===== src/sv/pid_position_controller_core_defines.svh =====
// Assertion macros for the PID position controller RTL.
// Used by pid_position_controller_core.sv; no other dependencies.
`ifndef PID_POSITION_CONTROLLER_CORE_DEFINES_SVH
`define PID_POSITION_CONTROLLER_CORE_DEFINES_SVH
`ifndef SYNTHESIS
`define PIDPC_ASSERT_HOLDS(lbl, ante, cons) \
    lbl: assert property (@(posedge clk) disable iff (!rst_n) (ante) |-> (cons)) \
        else $error("pidpc assertion failed");
`define PIDPC_ASSERT_NEXT(lbl, ante, cons) \
    lbl: assert property (@(posedge clk) disable iff (!rst_n) (ante) |=> (cons)) \
        else $error("pidpc assertion failed");
`else
`define PIDPC_ASSERT_HOLDS(lbl, ante, cons)
`define PIDPC_ASSERT_NEXT(lbl, ante, cons)
`endif
`endif


===== src/sv/pidpc_mac.sv =====
// Shared 33x33 signed multiplier with a registered product.
// No dependencies; operands are selected by the sequencer in the top level.
module pidpc_mac (
    input  logic                clk,
    input  logic                en,
    input  logic signed [32:0]  a,
    input  logic signed [32:0]  b,
    output logic signed [65:0]  prod
);

    logic signed [65:0] prod_reg;
    logic signed [65:0] prod_next;

    assign prod_next = en ? (66'(a) * 66'(b)) : prod_reg;

    always_ff @(posedge clk)
    begin
        prod_reg <= prod_next;
    end

    assign prod = prod_reg;

endmodule

===== config.mk =====
export PLATFORM = sky130hd
export DESIGN_NAME = pidpc_mac
export DESIGN_NICKNAME = d
export VERILOG_FILES = /design/src/sv/pid_position_controller_core_defines.svh /design/src/sv/pidpc_mac.sv
export SDC_FILE = /design/constraint.sdc
export NUM_CORES = 2
export LEC_CHECK = 0
export BUFFER_PORTS_ARGS = -buffer_cell sky130_fd_sc_hd__clkbuf_2
export CAP_MARGIN = 20
export CORE_MARGIN = 5
export CORE_UTILIZATION = 60
export DETAILED_ROUTE_END_ITERATION = 8
export PLACE_DENSITY = 0.77
export SETUP_SLACK_MARGIN = 0.4
export SYNTH_ARGS = -nofsm -noshare
export SYNTH_HDL_FRONTEND = slang
export SYNTH_SLANG_ARGS = --single-unit
export TNS_END_PERCENT = 5

===== constraint.sdc =====
create_clock -name clk -period 13.4 [get_ports clk]
set_clock_uncertainty 0.15 [all_clocks]
set_input_delay 2.68 -clock clk [delete_from_list [all_inputs] [get_ports clk]]
set_output_delay 2.68 -clock clk [all_outputs]
set_load 0.05 [all_outputs]

==> flow_metrics.tcl <==
set metrics [dict create \
    post_synth_most_frequent_cells "sky130_fd_sc_hd__fa_1, sky130_fd_sc_hd__inv_1, sky130_fd_sc_hd__and2_1" \
    chipWidth_um 272.7 \
    synth-warning-count 0 \
    timing.final.max_slew_violations 0 \
    hold_viol 0 \
    finalCritPeriodShare_pct 83.52 \
    via_count_of_the_first_global_routing_pass 32543 \
    critical_path_data_required_time_ns 13.42 \
    routed-via-count 29233 \
    flip_flop_count_of_the_largest_register_after_layout 66 \
    finalInstanceArea_um2 42810 \
    drt-initial-drc-count 2052 \
    avgRoutedWirePerCell_um 20.63 \
    syn_to_final_growth_pct 3.413 \
    number_of_nets_with_antenna_violations_after_routing 0 \
    met2_capacity_usage_during_global_routing_pct 52.31 \
    detailedRoute.firstPassIterationCount 9 \
    layoutNonFillerInstCount 5171 \
    grt_usage_pct 30.08 \
    floorplan.die.height_um 272.7 \
    ctsRootBufferMaster "sky130_fd_sc_hd__clkbuf_16" \
    cts_num_sinks 66 \
    grt_antenna_before_repair 4 \
    num_io_pins 134 \
    post_cts_resize_count 0 \
    synth_top_cell_by_area "sky130_fd_sc_hd__fa_1" \
    class_of_the_most_critical_setup_path "input pin to register" \
    tightest_slew_ns 1.083 \
    synth.distinct_cells 80 \
    post-dp-hpwl_um 88320 \
    coreArea_um2 68470 \
    numPlacedInstances 5152 \
    ctsLongestPathBuffers 2 \
    post_cts_buffers 0 \
    synthDominantCellAreaShare_pct 55.37 \
    critPathLaunchType "input pin" \
    timing.slew.headroom_pct 27.82 \
    worstHoldPathType "input pin to register" \
    grt_util_met1_pct 35.60 \
    core.rowCount 96 \
    crit_path_max_fo 33 \
    rsz0062_at_grt "no" \
    die_area_um2 74340 \
    netlist_top_cells_area "sky130_fd_sc_hd__fa_1, sky130_fd_sc_hd__inv_1, sky130_fd_sc_hd__and2_1, sky130_fd_sc_hd__ha_1, sky130_fd_sc_hd__nand2_1" \
    post_cts_clock_slew_at_the_launch_and_capture_registers_of_the_worst_setup_and_hold_paths_ns 0.06 \
    yosys_register_bits 66 \
    portBuffers 133 \
    busiest_layer "met2" \
    grt_first_pass_wirelength_um 173800 \
    synth-edff-count 66 \
    drt-total-wl_um 106700 \
    setup_viol 0 \
    fin_tns_setup_ns 0 \
    global_route.overflow_total 0 \
    synthArstFlopShare_pct 0 \
    clock.fmax_mhz 89.35 \
    worst_setup_path_end_kind "register" \
    post-route-drc-count 0 \
    tritoncts.num_buffers 9 \
    post_synth_instance_area_um2 41390 \
    max-cap-violations 0 \
    cts_htree_levels 3 \
    status "finished clean" \
    synth_seq_area_share_pct 4.788 \
    avgViaCountPerCell 5.653 \
    worst-endpoint-arrival_ns 11.21 \
    cts_tree "built" \
    min_period_ns 11.19 \
    post_route_cells_drive_above_1_share_pct 4.737 \
    dpl-instance-area_um2 42470 \
    yosysMostFrequentCell "sky130_fd_sc_hd__fa_1" \
    floorplan.initialDensity_pct 60.46 \
    final_layout_net_count 5711 \
    global_route.usage.met3_pct 4.495 \
    synthesis.instances 4338 \
    grt_max_degree 52 \
    finalWeightedCongestion 0.9567 \
    syn_avg_cell_area_um2 9.542 \
    cts_hold_buffers 0 \
    postSynthNetCount 5768 \
    synthFlopType "sky130_fd_sc_hd__edfxtp_1" \
]
## cell families after synthesis
kind of cell / Yosys count / share of synthesized area [%]
compound gates: 219 / 4.002
xor+xnor: 68 / 1.439
fa+ha+maj: 1362 / 61.93
buf+inv: 1352 / 12.31
flops: 66 / 4.788
simple gates: 1271 / 15.53
## critical path: stages
cell and delay [ns]:
sky130_fd_sc_hd__clkbuf_2 0.78, sky130_fd_sc_hd__nand2_1 0.31, sky130_fd_sc_hd__fa_1 0.71, sky130_fd_sc_hd__fa_1 0.45, sky130_fd_sc_hd__fa_1 0.57, sky130_fd_sc_hd__inv_1 0.08
sky130_fd_sc_hd__fa_1 1.22, sky130_fd_sc_hd__fa_1 0.58, sky130_fd_sc_hd__fa_1 0.51, sky130_fd_sc_hd__fa_1 0.50, sky130_fd_sc_hd__inv_1 0.05, sky130_fd_sc_hd__fa_1 0.47
sky130_fd_sc_hd__inv_1 0.04, sky130_fd_sc_hd__ha_1 0.41, sky130_fd_sc_hd__nand4_1 0.21, sky130_fd_sc_hd__nor3_1 0.69, sky130_fd_sc_hd__o311ai_4 0.31, sky130_fd_sc_hd__nand3_2 0.21
sky130_fd_sc_hd__a211oi_1 0.10, sky130_fd_sc_hd__a311oi_1 0.31
## routing by layer
metal  part of all wire (%)  vias up
li1                       -    12282
met1                     35    15308
met2                     52     1268
met3                    6.4      375
met4                    7.3        0
met5                      0        -
## cell usage in the layout (no fill, tap or decap), types with 21 or more instances in the layout
| master | Yosys | layout |
|---|---|---|
| sky130_fd_sc_hd__fa_1 | 1145 | 1145 |
| sky130_fd_sc_hd__inv_1 | 1131 | 1131 |
| sky130_fd_sc_hd__and2_1 | 562 | 562 |
| sky130_fd_sc_hd__nand2_1 | 551 | 551 |
| sky130_fd_sc_hd__ha_1 | 217 | 217 |
| sky130_fd_sc_hd__clkbuf_2 | 0 | 132 |
| sky130_fd_sc_hd__nor2_1 | 68 | 68 |
| sky130_fd_sc_hd__edfxtp_1 | 66 | 66 |
| sky130_fd_sc_hd__a21oi_1 | 57 | 57 |
| sky130_fd_sc_hd__xnor2_1 | 43 | 43 |
| sky130_fd_sc_hd__a21o_1 | 36 | 36 |
| sky130_fd_sc_hd__o21ai_0 | 25 | 25 |
| sky130_fd_sc_hd__nand3_1 | 25 | 25 |
| sky130_fd_sc_hd__xor2_1 | 25 | 25 |
| sky130_fd_sc_hd__buf_4 | 0 | 21 |
## stage by stage
stage | util, % | setup slack [ns] | hold slack [ns]
floorplan | - | 3.205 | 2.643
finish | 62.52 | 2.208 | 2.555
global placement | 62.02 | 2.165 | 2.931
global route | 62.52 | 2.003 | 2.551
detailed placement | 62.02 | 2.051 | 2.939
CTS | 62.51 | 2.402 | 2.547
## final timing paths
path,startpoint,to,slack [ns],cells past startpoint
max,b[9],prod[64],2.21,20
min,en,prod[61],2.56,1
## cell type report
class	instances	area, um2
Fill cell	5592	25660
Multi-Input combinational cell	2920	34320
Timing Repair Buffer	153	818.3
Inverter	1131	4245
Sequential cell	66	1982
Tap cell	882	1104
Clock buffer	9	225.2
Clock inverter	6	106.4
Antenna cell	4	10.01
Power is left out: the tool's default activity adds up to more than one toggle a clock period on the data nets, which glitch-free logic cannot reach.
