$ cat src/sv/pid_position_controller_core_defines.svh
// Assertion macros for the PID position controller RTL.
// Used by pid_position_controller_core.sv; no other dependencies.
`ifndef PID_POSITION_CONTROLLER_CORE_DEFINES_SVH
`define PID_POSITION_CONTROLLER_CORE_DEFINES_SVH
`ifndef SYNTHESIS
`define PIDPC_ASSERT_HOLDS(lbl, ante, cons) \
    lbl: assert property (@(posedge clk) disable iff (!rst_n) (ante) |-> (cons)) \
        else $error("pidpc assertion failed");
`define PIDPC_ASSERT_NEXT(lbl, ante, cons) \
    lbl: assert property (@(posedge clk) disable iff (!rst_n) (ante) |=> (cons)) \
        else $error("pidpc assertion failed");
`else
`define PIDPC_ASSERT_HOLDS(lbl, ante, cons)
`define PIDPC_ASSERT_NEXT(lbl, ante, cons)
`endif
`endif

$ cat src/sv/pidpc_pkg.sv
// Shared types, codes and saturation helpers for the PID position controller.
// No dependencies; used by pid_position_controller_core and pidpc_cfg.
package pidpc_pkg;

    typedef enum logic [3:0] {
        ST_IDLE,
        ST_OP,
        ST_FMUL,
        ST_FADD,
        ST_ERR,
        ST_IMUL,
        ST_IACC,
        ST_DMUL,
        ST_DACC,
        ST_PMUL,
        ST_PACC,
        ST_CLAMP,
        ST_OUT
    } state_t;

    localparam logic [2:0] OP_COMPUTE  = 3'd0;
    localparam logic [2:0] OP_MANUAL   = 3'd1;
    localparam logic [2:0] OP_PAUSE    = 3'd2;
    localparam logic [2:0] OP_BUMPLESS = 3'd3;
    localparam logic [2:0] OP_RESTART  = 3'd4;

    localparam logic [2:0] REG_KP          = 3'd0;
    localparam logic [2:0] REG_KI_DT       = 3'd1;
    localparam logic [2:0] REG_KD_DT       = 3'd2;
    localparam logic [2:0] REG_OUT_LO      = 3'd3;
    localparam logic [2:0] REG_OUT_HI      = 3'd4;
    localparam logic [2:0] REG_INTEG_BOUND = 3'd5;
    localparam logic [2:0] REG_DEADBAND    = 3'd6;
    localparam logic [2:0] REG_FILTER_COEF = 3'd7;

    localparam logic signed [31:0] OUT_MIN_RESET = -32'sd6553600;
    localparam logic signed [31:0] OUT_MAX_RESET = 32'sd6553600;

    typedef struct packed {
        logic signed [31:0] kp;
        logic signed [31:0] ki_dt;
        logic signed [31:0] kd_dt;
        logic signed [31:0] out_lo;
        logic signed [31:0] out_hi;
        logic [30:0]        integ_bound;
        logic [30:0]        deadband;
        logic [16:0]        filter_coef;
    } cfg_t;

    // saturate a 34-bit sum to 32 bits
    function automatic logic signed [31:0] sat34(input logic signed [33:0] v);
        logic signed [31:0] r;
        if (v > 34'sd2147483647)
            r = 32'sh7FFF_FFFF;
        else if (v < -34'sd2147483648)
            r = 32'sh8000_0000;
        else
            r = v[31:0];
        return r;
    endfunction

    // Q16.16 product: floor(p / 65536), saturated to 32 bits
    function automatic logic signed [31:0] satq16(input logic signed [65:0] p);
        logic signed [49:0] t;
        logic signed [31:0] r;
        t = $signed(p[65:16]);
        if (t > 50'sd2147483647)
            r = 32'sh7FFF_FFFF;
        else if (t < -50'sd2147483648)
            r = 32'sh8000_0000;
        else
            r = t[31:0];
        return r;
    endfunction

    // when the limits are crossed, values below the low limit give the low limit, all others the high
    function automatic logic signed [31:0] clamp_out(input logic signed [33:0] v,
                                                     input logic signed [31:0] mn,
                                                     input logic signed [31:0] mx);
        logic signed [33:0] mn_x;
        logic signed [33:0] mx_x;
        logic signed [31:0] r;
        mn_x = 34'(mn);
        mx_x = 34'(mx);
        if (v < mn_x)
            r = mn;
        else if (v > mx_x)
            r = mx;
        else
            r = v[31:0];
        return r;
    endfunction

endpackage

$ cat src/sv/pidpc_cfg.sv
// Configuration register file of the PID position controller.
// Depends on pidpc_pkg (cfg_t, register index codes).
module pidpc_cfg (
    input  logic              clk,
    input  logic              rst_n,
    input  logic              cfg_we,
    input  logic [2:0]        cfg_addr,
    input  logic [31:0]       cfg_wdata,
    output pidpc_pkg::cfg_t   cfg
);

    pidpc_pkg::cfg_t cfg_reg;
    pidpc_pkg::cfg_t cfg_next;

    always_comb
    begin
        cfg_next = cfg_reg;
        if (cfg_we)
        begin
            case (cfg_addr)
                pidpc_pkg::REG_KP:          cfg_next.kp = $signed(cfg_wdata);
                pidpc_pkg::REG_KI_DT:       cfg_next.ki_dt = $signed(cfg_wdata);
                pidpc_pkg::REG_KD_DT:       cfg_next.kd_dt = $signed(cfg_wdata);
                pidpc_pkg::REG_OUT_LO:      cfg_next.out_lo = $signed(cfg_wdata);
                pidpc_pkg::REG_OUT_HI:      cfg_next.out_hi = $signed(cfg_wdata);
                pidpc_pkg::REG_INTEG_BOUND: cfg_next.integ_bound = cfg_wdata[30:0];
                pidpc_pkg::REG_DEADBAND:    cfg_next.deadband = cfg_wdata[30:0];
                pidpc_pkg::REG_FILTER_COEF: cfg_next.filter_coef = cfg_wdata[16:0];
                default:                    cfg_next = cfg_reg;
            endcase
        end
    end

    always_ff @(posedge clk or negedge rst_n)
    begin
        if (!rst_n)
        begin
            cfg_reg.kp          <= '0;
            cfg_reg.ki_dt       <= '0;
            cfg_reg.kd_dt       <= '0;
            cfg_reg.out_lo      <= pidpc_pkg::OUT_MIN_RESET;
            cfg_reg.out_hi      <= pidpc_pkg::OUT_MAX_RESET;
            cfg_reg.integ_bound <= '0;
            cfg_reg.deadband    <= '0;
            cfg_reg.filter_coef <= '0;
        end
        else
        begin
            cfg_reg <= cfg_next;
        end
    end

    assign cfg = cfg_reg;

endmodule

$ cat config.mk
export PLATFORM = sky130hd
export DESIGN_NAME = pidpc_cfg
export DESIGN_NICKNAME = d
export VERILOG_FILES = /design/src/sv/pid_position_controller_core_defines.svh /design/src/sv/pidpc_pkg.sv /design/src/sv/pidpc_cfg.sv
export SDC_FILE = /design/constraint.sdc
export NUM_CORES = 1
export LEC_CHECK = 0
export BUFFER_PORTS_ARGS = -buffer_cell sky130_fd_sc_hd__buf_2
export CORE_MARGIN = 1
export CORE_UTILIZATION = 30
export CTS_CLUSTER_DIAMETER = 200
export CTS_CLUSTER_SIZE = 8
export DETAILED_ROUTE_END_ITERATION = 10
export RECOVER_POWER = 50
export SLEW_MARGIN = 40
export SYNTH_ARGS = -nofsm -noshare
export SYNTH_HDL_FRONTEND = slang
export SYNTH_SLANG_ARGS = --single-unit
export TNS_END_PERCENT = 100
$ cat constraint.sdc
create_clock -name clk -period 1.95 [get_ports clk]
set_clock_uncertainty 0.1 [all_clocks]
set_input_delay 0.39 -clock clk [delete_from_list [all_inputs] [get_ports clk]]
set_output_delay 0.39 -clock clk [all_outputs]
set_load 0.02 [all_outputs]
==> results.cfg <==
[synth]
seq_area_frac_synth_pct = 66.60
yosysTopAreaCell = dfrtp_1
avgSynthCellArea_sq_um = 17.49
yosys.area_share.adder_pct = 0
synthMuxAreaShare_pct = 29.87
yosysMostFrequentCell = dfrtp_1
synth_cell_type_count = 12
synth-seq-cells = 239
synthSimpleGateAreaFrac_pct = 1.028
synthXorXnorAreaFrac_pct = 0
synthTopCellsByCount = dfrtp_1, mux2_2, mux2_1
synth_top_area_share_pct = 62.22
syn_inst = 515
yosys-top-cells-area = dfrtp_1, mux2_2, dfstp_2
synth_edf_count = 0
netlist_area_sq_um = 9009
synth_flop_cell = dfrtp_1
ys_warn_count = 0
synth-compound-area-share_pct = 0
async_flop_share_pct = 100.0
syn_nets = 553
synth_top_family_by_area = multiplexers

[floorplan]
dieArea_sq_um = 30730
chipHeight_microns = 175.3
die_w_microns = 175.3
rows = 63
core_area_sq_um = 29560
ios = 277
floorplan.initialDensity_pct = 30.48

[timing]
post-route-min-period_ns = 1.681
fmax_mhz = 594.7
timing_hold_violations_final = 0
slew_headroom_pct = 34.58
tns_ns = 0
post-route-period-util_pct = 86.23
drv_slew = 0
hold_ws_ns = 0.1080
fin_ws_ns = 0.2686
worst_slew_pin_slew_ns = 0.9812
rsz0062_at_grt = no
setup_viol = 0

[setup_path]
cpPeakStageDelay_ns = 0.52
path_class = register to primary output
required_ns = 1.46
cp_num_cells = 1
crit_slowest_cell = dfstp_2
rr_worst_depth = 1
rr_endpoint = cfg[99]
r2r_start = cfg[99]
reg2reg_slack_ns = 1.05
cp-end-kind = primary output
cp.arrival_ns = 1.19
cp_max_fo = 2
path_cells = buf_2
path_buf_inv = 1
critical_path.top_delay_family = flip-flops
start_kind = register

[cells_and_area]
diodes = 0
utilization_pct = 40.28
seqCellArea_sq_um = 6000
finalNetCount = 859
drive_gt1_share_pct = 67.78
multi_input_area_sq_um = 2793
stdcell_count = 1231
design_area_sq_um = 11910
largest_reg_flops = 239
syn_to_final_growth_pct = 32.17
fillers = 2793

[clock_tree]
clock_latency_ns = 0.49
cts_resized = 0
cts_sinks = 239
clk_pin_slew_ns = 0.05
cts.path.max_buffers = 3
cts_root_buf = clkbuf_16
htree_num_levels = 2
cts_tree = yes
numCtsBuffers = 35

[place]
placed_area_sq_um = 11030
dpl.hpwl_mm = 15.37
place_ws_ns = 0.1021
gp_congestion = 0.7149
place_inst = 1173
port_buffers = 276

[worst_hold_path]
hold-path-endpoint = cfg[108]
whs_path_depth = 2
min_from = cfg_wdata[29]
min_path_type = primary input to register

[route]
vias = 5584
final_antenna_net_count = 0
drc = 0
drt_iter0_markers = 202
detail_route.wl_per_cell_microns = 18.58
via_per_inst = 4.536
routed_wl_mm = 22.88
first_pass_iters = 4

[global_route]
grt_max_degree = 62
grtUsageTotal_pct = 14.98
grt_antenna_before_repair = 0
grt_pass1_vias = 5767
grt_pass1_wl_mm = 35.47
overflow = 0

[power]
power.total_mw = 16.20
peakVddDrop_mv = 0.7997
p_per_area_nw_per_um2 = 1360
leakage_nw = 5.613

[job]
drv_cap = 0

[run_status]
status = completed
[how the worst max path moves through the flow]
stage | start | end | slack [ns]
6_report | cfg[138] | cfg[138] | 0.27
4_1_cts | cfg[138] | cfg[138] | 0.25
5_1_grt | rst_n | cfg[81] | 0.14
3_3_place_gp | cfg_we | cfg[90] | 0.15
3_5_place_dp | cfg_addr[0] | cfg[207] | 0.10
2_1_floorplan | cfg_addr[0] | cfg[224] | 0.26
[per-layer routing]
layer  routed length (microns)  vias to the layer above  GRT usage, %
li1                          -                     2460             -
met4                       539                        0         4.457
met3                      1732                       43         5.043
met5                         0                        -             0
met2                     10700                      188         23.94
met1                      9902                     2893         19.22
[what timing repair did]
action / in CTS / in global routing
setup endpoints to repair: 0 / 0
hold endpoints to repair: 39 / 0
hold buffers: 1 / 0
buffers inserted: 0 / 0
[cell type report]
class,instances,share of cell area (%)
sequential,239,50.39
multi-input combinational,247,23.46
timing repair buffer,298,13.65
clock buffer,57,8.407
tap,390,4.098
[cell families after synthesis]
logic type / after synthesis
buf+inv: 29
flops: 239
mux: 239
simple gates: 8
[report_power, final]
group / internal (mW) / switching, mW / total [mW]
Clock: 3.46 / 2.05 / 5.51
Sequential: 6.11 / 0.515 / 6.63
Combinational: 1.60 / 2.46 / 4.06
[layout by cell type (no fill, tap or decap), types with 2 or more instances in the layout]
| cell type | synthesis | final |
|---|---|---|
| nand4b_1 | 3 | 3 |
| clkbuf_2 | 1 | 7 |
| dfrtp_1 | 224 | 224 |
| buf_12 | 0 | 8 |
| nor4bb_1 | 3 | 2 |
| dfstp_2 | 15 | 15 |
| mux2_1 | 17 | 17 |
| clkbuf_1 | 0 | 23 |
| clkbuf_16 | 0 | 37 |
| mux2_2 | 222 | 222 |
| buf_2 | 14 | 274 |
| clkbuf_4 | 0 | 4 |
Note: power is estimated with default switching activity, not from simulation.
